===== config.mk =====
export PLATFORM = sky130hd
export DESIGN_NAME = looping_pcm_mixer_with_fade_unit_flat
export DESIGN_NICKNAME = d
export VERILOG_FILES = /design/src/lpmf_pkg.sv /design/src/lpmf_if.sv /design/src/looping_pcm_mixer_with_fade_unit.sv /design/src/flat_wrapper.sv
export SDC_FILE = /design/constraint.sdc
export NUM_CORES = 2
export LEC_CHECK = 0
export BUFFER_PORTS_ARGS = -buffer_cell sky130_fd_sc_hd__buf_4
export CAP_MARGIN = 5
export CORE_MARGIN = 3
export CORE_UTILIZATION = 45
export DETAILED_ROUTE_END_ITERATION = 16
export PLACE_DENSITY = 0.68
export SLEW_MARGIN = 40
export SYNTH_ARGS = -nofsm -noshare
export SYNTH_HDL_FRONTEND = slang
export SYNTH_SLANG_ARGS = --single-unit

===== constraint.sdc =====
create_clock -name clk -period 20.5 [get_ports clk]
set_input_delay 3.075 -clock clk [delete_from_list [all_inputs] [get_ports clk]]
set_output_delay 3.075 -clock clk [all_outputs]
set_load 0.03 [all_outputs]

===== src/lpmf_pkg.sv =====
package lpmf_pkg;

	localparam int SLOT_COUNT = 8;
	localparam int FIRST_SLOT = 1;
	localparam int FRAME_BITS = 24;

	// Stored frame counts never exceed the 24-bit input fields.
	localparam int FRAME_W = (FRAME_BITS < 24) ? FRAME_BITS : 24;
	localparam int IDX_W = (SLOT_COUNT > 1) ? $clog2(SLOT_COUNT) : 1;

	localparam int VOL_W = 9;
	localparam int VOL_UNITY = 256;
	localparam int GAIN_W = VOL_W;
	localparam int NUM_W = FRAME_W + VOL_W;
	localparam int CNT_W = $clog2(GAIN_W);
	localparam int PROD_W = 16 + GAIN_W + 1;
	localparam int SUM_W = PROD_W + 1;
	localparam int GAIN_SHIFT = 8;
	localparam int SAMPLE_MAX = 32767;
	localparam int SAMPLE_MIN = -32768;

	typedef enum logic [1:0] {
		OP_REGISTER = 2'd0,
		OP_PLAY     = 2'd1,
		OP_STOP     = 2'd2,
		OP_MIX      = 2'd3
	} op_t;

	typedef enum logic [2:0] {
		S_IDLE,
		S_EXEC,
		S_MUL,
		S_DIV,
		S_SCALE,
		S_MIX,
		S_OUT
	} state_t;

	typedef struct packed {
		logic [1:0]         operation;
		logic [7:0]         slot;
		logic [23:0]        song_frames;
		logic [23:0]        loop_frame;
		logic [23:0]        fade_len;
		logic signed [15:0] mix_left;
		logic signed [15:0] mix_right;
		logic signed [15:0] song_left;
		logic signed [15:0] song_right;
	} cmd_t;

	typedef struct packed {
		logic               accepted;
		logic signed [15:0] out_left;
		logic signed [15:0] out_right;
		logic               is_playing;
		logic [7:0]         active_slot;
		logic [23:0]        cursor;
	} rsp_t;

	typedef struct packed {
		logic [FRAME_W-1:0] len;
		logic [FRAME_W-1:0] loop;
	} slot_ent_t;

	typedef struct packed {
		logic             hit;
		logic [IDX_W-1:0] idx;
	} slot_lk_t;

	function automatic slot_lk_t slot_lookup(input logic [7:0] s);
		logic [8:0] d;
		slot_lk_t   r;
		d = {1'b0, s} - 9'(FIRST_SLOT);
		r.hit = ({1'b0, s} >= 9'(FIRST_SLOT)) && (d < 9'(SLOT_COUNT));
		r.idx = d[IDX_W-1:0];
		return r;
	endfunction

	function automatic logic signed [15:0] sat16(input logic signed [SUM_W-1:0] v);
		logic signed [15:0] r;
		if (v > SUM_W'(SAMPLE_MAX))
			r = 16'(SAMPLE_MAX);
		else if (v < SUM_W'(SAMPLE_MIN))
			r = 16'(SAMPLE_MIN);
		else
			r = v[15:0];
		return r;
	endfunction

endpackage


===== src/lpmf_if.sv =====
interface lpmf_cmd_if import lpmf_pkg::*; ();
	logic valid;
	logic ready;
	cmd_t data;
	modport source (output valid, output data, input ready);
	modport sink (input valid, input data, output ready);
endinterface

interface lpmf_rsp_if import lpmf_pkg::*; ();
	logic valid;
	logic ready;
	rsp_t data;
	modport source (output valid, output data, input ready);
	modport sink (input valid, input data, output ready);
endinterface

interface lpmf_cfg_if import lpmf_pkg::*; ();
	logic             valid;
	logic             ready;
	logic [VOL_W-1:0] data;
	modport source (output valid, output data, input ready);
	modport sink (input valid, input data, output ready);
endinterface


===== src/looping_pcm_mixer_with_fade_unit.sv =====
// Looping stereo sample player with linear fade-out.
// cmd: one operation per transfer (register slot, play slot, stop/fade, mix frame).
// rsp: exactly one result per cmd transfer, in order.
// cfg: volume write (256 = unity, larger values clamp to 256); write only when idle.
// Slot lengths and loop points sit in a small synchronous RAM read at the playing
// slot; slot valid bits are flops. Sample data lives outside: for each mix frame the
// caller supplies the song samples at the cursor reported in the previous result.
// Sequencing: register/play/stop and a mix while stopped go from exec straight to out;
// a mix without fade passes through scale and mix first, and a mix during a fade also
// passes through a multiply step and the 9-step restoring divider that forms
// volume * fade_left / fade_total, one quotient bit per cycle.
// A cmd is taken only in idle, so a new cmd waits until the last one has reached out.
// rsp is a registered output: a new cmd is taken while the last result waits, and
// the next result is held in the sequencer until rsp is free.
// Reset (arst_n low) empties all slots, stops playback, clears cursor and fade, and
// sets volume to unity. No clearing pass is needed.
module looping_pcm_mixer_with_fade_unit import lpmf_pkg::*; (
	input logic        clk,
	input logic        arst_n,
	lpmf_cmd_if.sink   cmd,
	lpmf_rsp_if.source rsp,
	lpmf_cfg_if.sink   cfg
);

	state_t state_q, state_d;
	logic   in_rdy, out_load;

	cmd_t                    item_q;
	logic [VOL_W-1:0]        vol_q;
	logic [SLOT_COUNT-1:0]   slot_vld_q;
	logic                    playing_q;
	logic [7:0]              cur_slot_q;
	logic [FRAME_W-1:0]      cursor_q;
	logic [FRAME_W-1:0]      fade_total_q;
	logic [FRAME_W-1:0]      fade_left_q;

	slot_ent_t               slot_mem [SLOT_COUNT];
	slot_ent_t               rd_q;

	logic [NUM_W-1:0]        num_q;
	logic [NUM_W-1:0]        dsr_q;
	logic [CNT_W-1:0]        cnt_q;
	logic [GAIN_W-1:0]       gain_q;
	logic signed [PROD_W-1:0] prod_l_q, prod_r_q;

	logic                    acc_q;
	logic signed [15:0]      ol_q, or_q;
	logic                    out_vld_q;
	rsp_t                    out_q;

	slot_lk_t                cmd_lk, cur_lk;
	logic                    mix_go;
	logic [FRAME_W-1:0]      frames, loop_pt, fade;
	logic                    div_ge;
	logic [FRAME_W:0]        cur_next;
	logic [FRAME_W-1:0]      left_next;
	logic signed [SUM_W-1:0] sum_l, sum_r;

	assign cmd_lk = slot_lookup(item_q.slot);
	assign cur_lk = slot_lookup(cur_slot_q);
	assign mix_go = playing_q && cur_lk.hit && slot_vld_q[cur_lk.idx];
	assign frames = item_q.song_frames[FRAME_W-1:0];
	assign loop_pt = item_q.loop_frame[FRAME_W-1:0];
	assign fade = item_q.fade_len[FRAME_W-1:0];
	assign div_ge = num_q >= dsr_q;
	assign cur_next = {1'b0, cursor_q} + (FRAME_W+1)'(1);
	assign left_next = (fade_left_q != '0) ? fade_left_q - FRAME_W'(1) : fade_left_q;
	assign sum_l = SUM_W'(item_q.mix_left) + SUM_W'(prod_l_q >>> GAIN_SHIFT);
	assign sum_r = SUM_W'(item_q.mix_right) + SUM_W'(prod_r_q >>> GAIN_SHIFT);

	// next state
	always_comb begin
		state_d = state_q;
		case (state_q)
			S_IDLE: begin
				if (cmd.valid)
					state_d = S_EXEC;
			end
			S_EXEC: begin
				if (item_q.operation == OP_MIX && mix_go)
					state_d = (fade_total_q != '0) ? S_MUL : S_SCALE;
				else
					state_d = S_OUT;
			end
			S_MUL:   state_d = S_DIV;
			S_DIV: begin
				if (cnt_q == '0)
					state_d = S_SCALE;
			end
			S_SCALE: state_d = S_MIX;
			S_MIX:   state_d = S_OUT;
			S_OUT: begin
				if (!out_vld_q || rsp.ready)
					state_d = S_IDLE;
			end
			default: state_d = S_IDLE;
		endcase
	end

	// handshake outputs
	always_comb begin
		in_rdy = 1'b0;
		out_load = 1'b0;
		case (state_q)
			S_IDLE:  in_rdy = 1'b1;
			S_OUT:   out_load = !out_vld_q || rsp.ready;
			default: begin
				in_rdy = 1'b0;
				out_load = 1'b0;
			end
		endcase
	end

	assign cmd.ready = in_rdy;
	assign cfg.ready = 1'b1;
	assign rsp.valid = out_vld_q;
	assign rsp.data = out_q;

	always_ff @(posedge clk or negedge arst_n) begin
		if (!arst_n) begin
			state_q <= S_IDLE;
		end else begin
			state_q <= state_d;
		end
	end

	always_ff @(posedge clk or negedge arst_n) begin
		if (!arst_n) begin
			vol_q <= VOL_W'(VOL_UNITY);
		end else if (cfg.valid) begin
			vol_q <= (cfg.data > VOL_W'(VOL_UNITY)) ? VOL_W'(VOL_UNITY) : cfg.data;
		end
	end

	// slot table: one write port, one registered read at the playing slot
	always_ff @(posedge clk) begin
		if (state_q == S_EXEC && item_q.operation == OP_REGISTER && cmd_lk.hit
				&& frames != '0) begin
			slot_mem[cmd_lk.idx] <= '{len: frames, loop: (loop_pt >= frames) ? '0 : loop_pt};
		end
		rd_q <= slot_mem[cur_lk.idx];
	end

	// playback state
	always_ff @(posedge clk or negedge arst_n) begin
		if (!arst_n) begin
			slot_vld_q <= '0;
			playing_q <= 1'b0;
			cur_slot_q <= '0;
			cursor_q <= '0;
			fade_total_q <= '0;
			fade_left_q <= '0;
		end else if (state_q == S_EXEC) begin
			case (item_q.operation)
				OP_REGISTER: begin
					if (cmd_lk.hit && frames != '0)
						slot_vld_q[cmd_lk.idx] <= 1'b1;
				end
				OP_PLAY: begin
					if (cmd_lk.hit) begin
						if (!slot_vld_q[cmd_lk.idx]) begin
							playing_q <= 1'b0;
						end else begin
							playing_q <= 1'b1;
							cur_slot_q <= item_q.slot;
							cursor_q <= '0;
							fade_total_q <= '0;
							fade_left_q <= '0;
						end
					end
				end
				OP_STOP: begin
					if (playing_q) begin
						if (fade == '0)
							playing_q <= 1'b0;
						fade_total_q <= fade;
						fade_left_q <= fade;
					end
				end
				default: ;
			endcase
		end else if (state_q == S_MIX) begin
			if (fade_total_q != '0) begin
				fade_left_q <= left_next;
				if (left_next == '0)
					playing_q <= 1'b0;
			end
			if (cur_next >= {1'b0, rd_q.len})
				cursor_q <= rd_q.loop;
			else
				cursor_q <= cur_next[FRAME_W-1:0];
		end
	end

	always_ff @(posedge clk) begin
		if (in_rdy && cmd.valid)
			item_q <= cmd.data;
		case (state_q)
			S_EXEC: begin
				gain_q <= vol_q;
				case (item_q.operation)
					OP_REGISTER: begin
						acc_q <= cmd_lk.hit && frames != '0;
						ol_q <= '0;
						or_q <= '0;
					end
					OP_PLAY: begin
						acc_q <= cmd_lk.hit && slot_vld_q[cmd_lk.idx];
						ol_q <= '0;
						or_q <= '0;
					end
					OP_MIX: begin
						acc_q <= 1'b0;
						ol_q <= item_q.mix_left;
						or_q <= item_q.mix_right;
					end
					default: begin
						acc_q <= 1'b0;
						ol_q <= '0;
						or_q <= '0;
					end
				endcase
			end
			S_MUL: begin
				num_q <= NUM_W'(vol_q) * NUM_W'(fade_left_q);
				dsr_q <= NUM_W'(fade_total_q) << GAIN_SHIFT;
				cnt_q <= CNT_W'(GAIN_W - 1);
				gain_q <= '0;
			end
			S_DIV: begin
				// restoring division, one quotient bit per cycle, MSB first
				if (div_ge)
					num_q <= num_q - dsr_q;
				dsr_q <= dsr_q >> 1;
				gain_q <= {gain_q[GAIN_W-2:0], div_ge};
				cnt_q <= cnt_q - CNT_W'(1);
			end
			S_SCALE: begin
				prod_l_q <= item_q.song_left * $signed({1'b0, gain_q});
				prod_r_q <= item_q.song_right * $signed({1'b0, gain_q});
			end
			S_MIX: begin
				ol_q <= sat16(sum_l);
				or_q <= sat16(sum_r);
				acc_q <= 1'b1;
			end
			default: ;
		endcase
	end

	always_ff @(posedge clk or negedge arst_n) begin
		if (!arst_n) begin
			out_vld_q <= 1'b0;
		end else if (out_load) begin
			out_vld_q <= 1'b1;
		end else if (rsp.ready) begin
			out_vld_q <= 1'b0;
		end
	end

	always_ff @(posedge clk) begin
		if (out_load) begin
			out_q.accepted <= acc_q;
			out_q.out_left <= ol_q;
			out_q.out_right <= or_q;
			out_q.is_playing <= playing_q;
			out_q.active_slot <= playing_q ? cur_slot_q : '0;
			out_q.cursor <= 24'(cursor_q);
		end
	end

	a_play_slot_in_range: assert property (@(posedge clk) disable iff (!arst_n)
		playing_q |-> cur_lk.hit && slot_vld_q[cur_lk.idx])
		else $error("playing an unregistered slot");

	a_fade_bounded: assert property (@(posedge clk) disable iff (!arst_n)
		fade_left_q <= fade_total_q)
		else $error("fade_left above fade_total");

	a_gain_bounded: assert property (@(posedge clk) disable iff (!arst_n)
		state_q == S_SCALE |-> gain_q <= vol_q)
		else $error("fade gain exceeds volume");

	a_cmd_starts_exec: assert property (@(posedge clk) disable iff (!arst_n)
		cmd.valid && cmd.ready |=> state_q == S_EXEC)
		else $error("cmd transfer did not start execution");

	a_rsp_from_out: assert property (@(posedge clk) disable iff (!arst_n)
		$rose(out_vld_q) |-> $past(state_q == S_OUT))
		else $error("result presented outside the output step");

endmodule

===== src/flat_wrapper.sv =====
// flat-port wrapper written by rule: the top's interface ports become plain ports
module looping_pcm_mixer_with_fade_unit_flat import lpmf_pkg::*;
  (clk, arst_n, cmd_valid, cmd_data, cmd_ready, rsp_valid, rsp_data, rsp_ready, cfg_valid, cfg_data, cfg_ready);
  lpmf_cmd_if cmd_i ();
  lpmf_rsp_if rsp_i ();
  lpmf_cfg_if cfg_i ();
  input logic clk;
  input logic arst_n;
  input wire logic [$bits(cmd_i.valid)-1:0] cmd_valid;
  input wire logic [$bits(cmd_i.data)-1:0] cmd_data;
  output wire logic [$bits(cmd_i.ready)-1:0] cmd_ready;
  output wire logic [$bits(rsp_i.valid)-1:0] rsp_valid;
  output wire logic [$bits(rsp_i.data)-1:0] rsp_data;
  input wire logic [$bits(rsp_i.ready)-1:0] rsp_ready;
  input wire logic [$bits(cfg_i.valid)-1:0] cfg_valid;
  input wire logic [$bits(cfg_i.data)-1:0] cfg_data;
  output wire logic [$bits(cfg_i.ready)-1:0] cfg_ready;
  assign cmd_i.valid = cmd_valid;
  assign cmd_i.data = cmd_data;
  assign cmd_ready = cmd_i.ready;
  assign rsp_valid = rsp_i.valid;
  assign rsp_data = rsp_i.data;
  assign rsp_i.ready = rsp_ready;
  assign cfg_i.valid = cfg_valid;
  assign cfg_i.data = cfg_data;
  assign cfg_ready = cfg_i.ready;
  looping_pcm_mixer_with_fade_unit u_core (.clk(clk), .arst_n(arst_n), .cmd(cmd_i), .rsp(rsp_i), .cfg(cfg_i));
endmodule

# --- After elaboration in Yosys (flattened, before gate mapping) ---
# Memories as Yosys holds them, arrays and structs flattened. A register that Yosys moved wholly into a read port is not among the register bits.
# Cells that the tools add are included.
op_classes:
  n_addsub: 8
  n_mul: 3
  n_div: 0
  n_lt_le_gt_ge: 15
  eq_ne: 23
  shift: 0
  n_mux: 56
  bitwise_logic: 1
  reduce_logical: 37
ops:
  columns: ["cell", "count"]
  rows:
  - ["$mux 24", 12]
  - ["$pmux 33 s2", 2]
  - ["$mux 16", 6]
  - ["$reduce_bool 24->1", 3]
  - ["$pmux 16 s2", 2]
  - ["$gt 27x16->1 const B", 2]
  - ["$lt 27x16->1 const B", 2]
  - ["$mul 16x10->26", 2]
  - ["$logic_not 24->1", 2]
  - ["$pmux 24 s2", 1]
  - ["$add 16x18->19", 2]
  - ["$ge 33x33->1", 1]
  - ["$mul 9x24->33", 1]
  - ["$mux 33", 1]
  - ["$sub 33x33->33", 1]
  - ["$pmux 9 s3", 1]
  - ["$add 24x1->25 const B", 1]
  - ["$ge 25x24->1", 1]
  - ["$ge 24x24->1", 1]
  - ["$sub 24x1->24 const B", 1]
  - ["$pmux 3 s7", 1]
  - ["$lt 9x4->1 const B", 2]
  - ["$sub 8x1->9 const B", 2]
  - ["$mux 1", 17]
  - ["34 further kinds", 76]
word_totals:
  regBits: 478
  latch_bits: 0
  mem_bits_rw: 384
  mem_bits_ro: 0
  output_inout_bits: 69
  elab_cells: 177
  memories: 1
memory_table:
  columns: ["memory", "words", "width", "read_ports", "rd_clocked_by_memory_dff", "write_ports", "line", "rtl"]
  rows:
  - ["u_core.slot_mem", 8, 48, 1, 1, 1, "looping_pcm_mixer_with_fade_unit.sv:37", "slot_ent_t slot_mem [SLOT_COUNT];"]

# --- Longest topological paths before layout ---
depth:
  word_depth: 8
  mapped_depth: 22
  mapped_depth_nobuf: 21

# --- Worst setup path before layout ---
# Ideal clock, no wire load.
synth_path:
  path_type: "input-to-reg"
  startpoint: "input port rsp_ready"
  endpoint: "register u_core.out_q (netlist bit u_core.rsp.data[0]), enable pin"
  setup_ps: 585
  t_arrival_ps: 8041
  t_required_ps: 19915
  slack_ps: 11874
  cell_stages: 2
  n_path_buf: 0
  path_cell_list: "nand2b_1 -> nor3b_1"
synth_via:
  elab_chain_len: 2
synth_rtl:
  columns: ["element", "line", "rtl"]
  rows:
  - ["start, declared", "flat_wrapper.sv:14", "input wire logic [$bits(rsp_i.ready)-1:0] rsp_ready;"]
  - ["$logic_or 1x1->1", "looping_pcm_mixer_with_fade_unit.sv:106", "S_OUT: out_load = !out_vld_q || rsp.ready;"]
  - ["$mux 1", "looping_pcm_mixer_with_fade_unit.sv:104", "case (state_q)"]
  - ["named net u_core.out_load", "looping_pcm_mixer_with_fade_unit.sv:26", "logic in_rdy, out_load;"]
  - ["end, declared", "looping_pcm_mixer_with_fade_unit.sv:49", "rsp_t out_q;"]
# The timed path passes the listed nets, and every way through them passes these cells.
# A chain may end at the register's enable or synchronous reset.

# --- Worst setup path after layout ---
layout_path:
  startpoint: "register u_core.vol_q[5]"
  endpoint: "register u_core.num_q[32], data pin"
layout_via:
  elab_chain_len: 2
layout_rtl:
  columns: ["element", "line", "rtl"]
  rows:
  - ["start, declared", "looping_pcm_mixer_with_fade_unit.sv:29", "logic [VOL_W-1:0] vol_q;"]
  - ["start signal, assigned", "looping_pcm_mixer_with_fade_unit.sv:129", "vol_q <= VOL_W'(VOL_UNITY);"]
  - ["start signal, assigned", "looping_pcm_mixer_with_fade_unit.sv:131", "vol_q <= (cfg.data > VOL_W'(VOL_UNITY)) ? VOL_W'(VOL_UNITY) : cfg.data;"]
  - ["$mul 9x24->33", "looping_pcm_mixer_with_fade_unit.sv:225", "num_q <= NUM_W'(vol_q) * NUM_W'(fade_left_q);"]
  - ["$pmux 33 s2", "looping_pcm_mixer_with_fade_unit.sv:198", "case (state_q)"]
  - ["end signal, assigned", "looping_pcm_mixer_with_fade_unit.sv:225", null]
  - ["end signal, assigned", "looping_pcm_mixer_with_fade_unit.sv:233", "num_q <= num_q - dsr_q;"]
  - ["end, declared", "looping_pcm_mixer_with_fade_unit.sv:40", "logic [NUM_W-1:0] num_q;"]
# Every way passes these cells.

==> results.json <==
{
  "die_x_um": 355,
  "fin_crit_ps": 6850,
  "cpMostUsedCell": "fa_1",
  "grt_max_degree": 93,
  "min_to": "u_core.rsp.data[33]",
  "num_io_pins": 229,
  "timing.final.crit_share_pct": 33.4,
  "clk_path_buf_depth": 3,
  "synth_area_leaders": "edfxtp_1, fa_1, ha_1",
  "slowest_stage": "dfrtp_1",
  "dp_hpwl_mm": 96.8,
  "crit_fanout": 18,
  "synth.distinct_cells": 90,
  "cts.sinks": 893,
  "rsz0062_at_grt": "false",
  "syn-num-nets": 5393,
  "status": "finished clean",
  "synthFlopType": "edfxtp_1",
  "clock_skew_ps": 36.5,
  "fp.dieH_um": 355,
  "clk_pin_slew_ps": 60,
  "worstPathCellList": "clkinv_1, nor2_1, fa_1, fa_1, fa_1, inv_1, fa_1, inv_1, ha_1, a211oi_1, nor2_1, nor4b_1, nor2_1, a311oi_1, o21ai_0, a22oi_1, mux2i_1, a211oi_1",
  "numCtsBuffers": 96,
  "initial_core_util_pct": 45.5,
  "crit_path_max_incr_delay_ps": 780,
  "synth_edf_count": 743,
  "synth_top_area_cell": "edfxtp_1",
  "netlist_area_mm2": 0.0548,
  "grt.overflow.total": 0,
  "gp_congestion": 0.915,
  "worstSkewPairLatency_ps": 690,
  "whs_ps": 418,
  "placementRows": 127,
  "crit_family": "adder cells",
  "cts_resized": 0,
  "drive_gt1_share_pct": 13.4,
  "wire_per_inst_um": 21.4,
  "cp-start-kind": "flop",
  "drt-total-wl_mm": 138,
  "synthMostInstantiatedCell": "edfxtp_1",
  "fin_util_pct": 51.2,
  "ys_seq_area_share_pct": 47.1,
  "setup_viol": 0,
  "synth_area_per_cell_um2": 12.1,
  "ant_nets": 0,
  "coreArea_mm2": 0.120,
  "io_buffer_count": 227,
  "worstMarginPinSlew_ps": 805,
  "dieArea_mm2": 0.126,
  "final_cells": 6434,
  "crit_buf_inv": 3,
  "maxSlewViolCount": 0,
  "report.final.hold_viol_count": 0,
  "dp.cells": 6250,
  "r2r_slack_ps": 13650,
  "synth_warnings": 0,
  "cts.hold.buffers_added": 0,
  "hold_path.startpoint": "u_core.or_q[0]",
  "min_path_cells": 0,
  "syn_to_final_growth_pct": 12.6,
  "antenna_found_initial": 7,
  "viasPerCell": 5.50,
  "crit_type": "flop to flop",
  "cts_root_buf": "clkbuf_16",
  "rr_endpoint": "u_core.num_q[32]",
  "async_reset_ff_share_pct": 11.4,
  "cts_tree": "built",
  "hold_path.class": "flop to flop",
  "endpoint_kind": "flop",
  "fmax_ghz": 0.146,
  "drc": 0,
  "postSynthCellCount": 4544,
  "slew_headroom_pct": 45.9,
  "setup-tns-final_ps": 0,
  "h-tree-depth": 3,
  "post_cts_buffers": 0,
  "grt_usage_pct": 21.9,
  "yosysTopAreaCellShare_pct": 40.7,
  "netlist_top_cells_count": "edfxtp_1, inv_1, nand2_1, fa_1, ha_1",
  "r2r_start": "u_core.vol_q[5]",
  "required_ps": 20920,
  "drt-pass1-iter-count": 6,
  "grt_pass1_wl_mm": 214,
  "drtIter0Drc": 2646,
  "synth-seq-cells": 893,
  "grt_pass1_vias": 36500,
  "via_count": 35400,
  "drv_cap": 0,
  "arrival_ps": 7260,
  "final_nets": 5585,
  "r2r_cells": 18
}
worst max-delay path by stage:
stage | startpoint | end | slack [ps] | cells past startpoint
after CTS | u_core.vol_q[5] | u_core.num_q[32] | 13850 | 18
after floorplan | rsp_ready | u_core.rsp.data[0] | 11870 | 2
after detailed placement | u_core.vol_q[5] | u_core.num_q[32] | 13850 | 18
after global routing | u_core.vol_q[5] | u_core.num_q[32] | 13400 | 18
after global placement | u_core.vol_q[5] | u_core.num_q[32] | 14030 | 18
final | u_core.vol_q[5] | u_core.num_q[32] | 13650 | 18
placed cells by master, fill, tap and decap left out, types with 53 or more instances in the layout:
master and instances:
nand2_1 448, and2_1 240, xor2_1 54, mux2_2 53, xnor2_1 91, dfrtp_1 98
buf_4 254, a21oi_1 130, mux4_2 100, fa_1 400, inv_1 610, o21ai_0 192
ha_1 288, nand3_1 57, clkbuf_16 97, nor2_1 195, edfxtp_1 743
worst reg2reg max path: stages, from the launching register on:
cell and delay, ps:
dfrtp_1 780, clkinv_1 580, nor2_1 290, fa_1 430, fa_1 470, fa_1 570, inv_1 60, fa_1 530
inv_1 40, ha_1 360, a211oi_1 270, nor2_1 110, nor4b_1 540, nor2_1 150, a311oi_1 470, o21ai_0 360
a22oi_1 320, mux2i_1 210, a211oi_1 50
registers in the layout (all words and copies together) (netlist names), 9 cells and up:
register / cells
u_core.fade: 24
u_core.cursor_q: 24
u_core.slot_mem: 384
u_core.or_q: 16
u_core.dsr_q: 32
u_core.prod_r_q: 18
u_core.frames: 24
u_core.ol_q: 16
u_core.rd_q: 48
u_core.num_q: 33
u_core.fade_total_q: 24
u_core.rsp.data: 66
u_core.fade_left_q: 24
u_core.loop_pt: 24
u_core.item_q: 74
u_core.vol_q: 9
u_core.prod_l_q: 18
u_core.gain_q: 9
metal layers:
metal	routed length (µm)	part of all wire, %	track usage [%]
met5	27	0.020	0
met4	3360	2.4	6.06
met3	10200	7.4	4.19
met2	63800	46	34.6
met1	60200	44	31.2
through the flow:
step	worst slack, ps	cell area (µm²)
CTS	13850	61700
finish	13650	61700
detailed placement	13850	58500
floorplan	11870	54800
global route	13400	61700
global placement	14030	58300
area by class of cell:
type | count | area, µm²
fill | 10400 | 58700
multi-input combinational | 2856 | 26200
sequential | 893 | 25800
clock buffer | 133 | 2680
inverter | 615 | 2310
timing repair buffer | 274 | 2150
tap | 1612 | 2020
clock inverter | 48 | 536
antenna | 3 | 7.51
cell families (layout without fill, tap and decap cells):
family	after synthesis	after routing	synth area share (%)
compound gates	642	642	7.53
xor+xnor	146	146	2.33
fa+ha+maj	689	689	21.2
buf+inv	795	1070	5.49
flops	893	893	47.1
mux	185	185	5.78
other cells	1	4	0.00684
simple gates	1193	1193	10.6
Power is left out: the tool's default activity adds up to more than one toggle a clock period on the data nets, which glitch-free logic cannot reach.
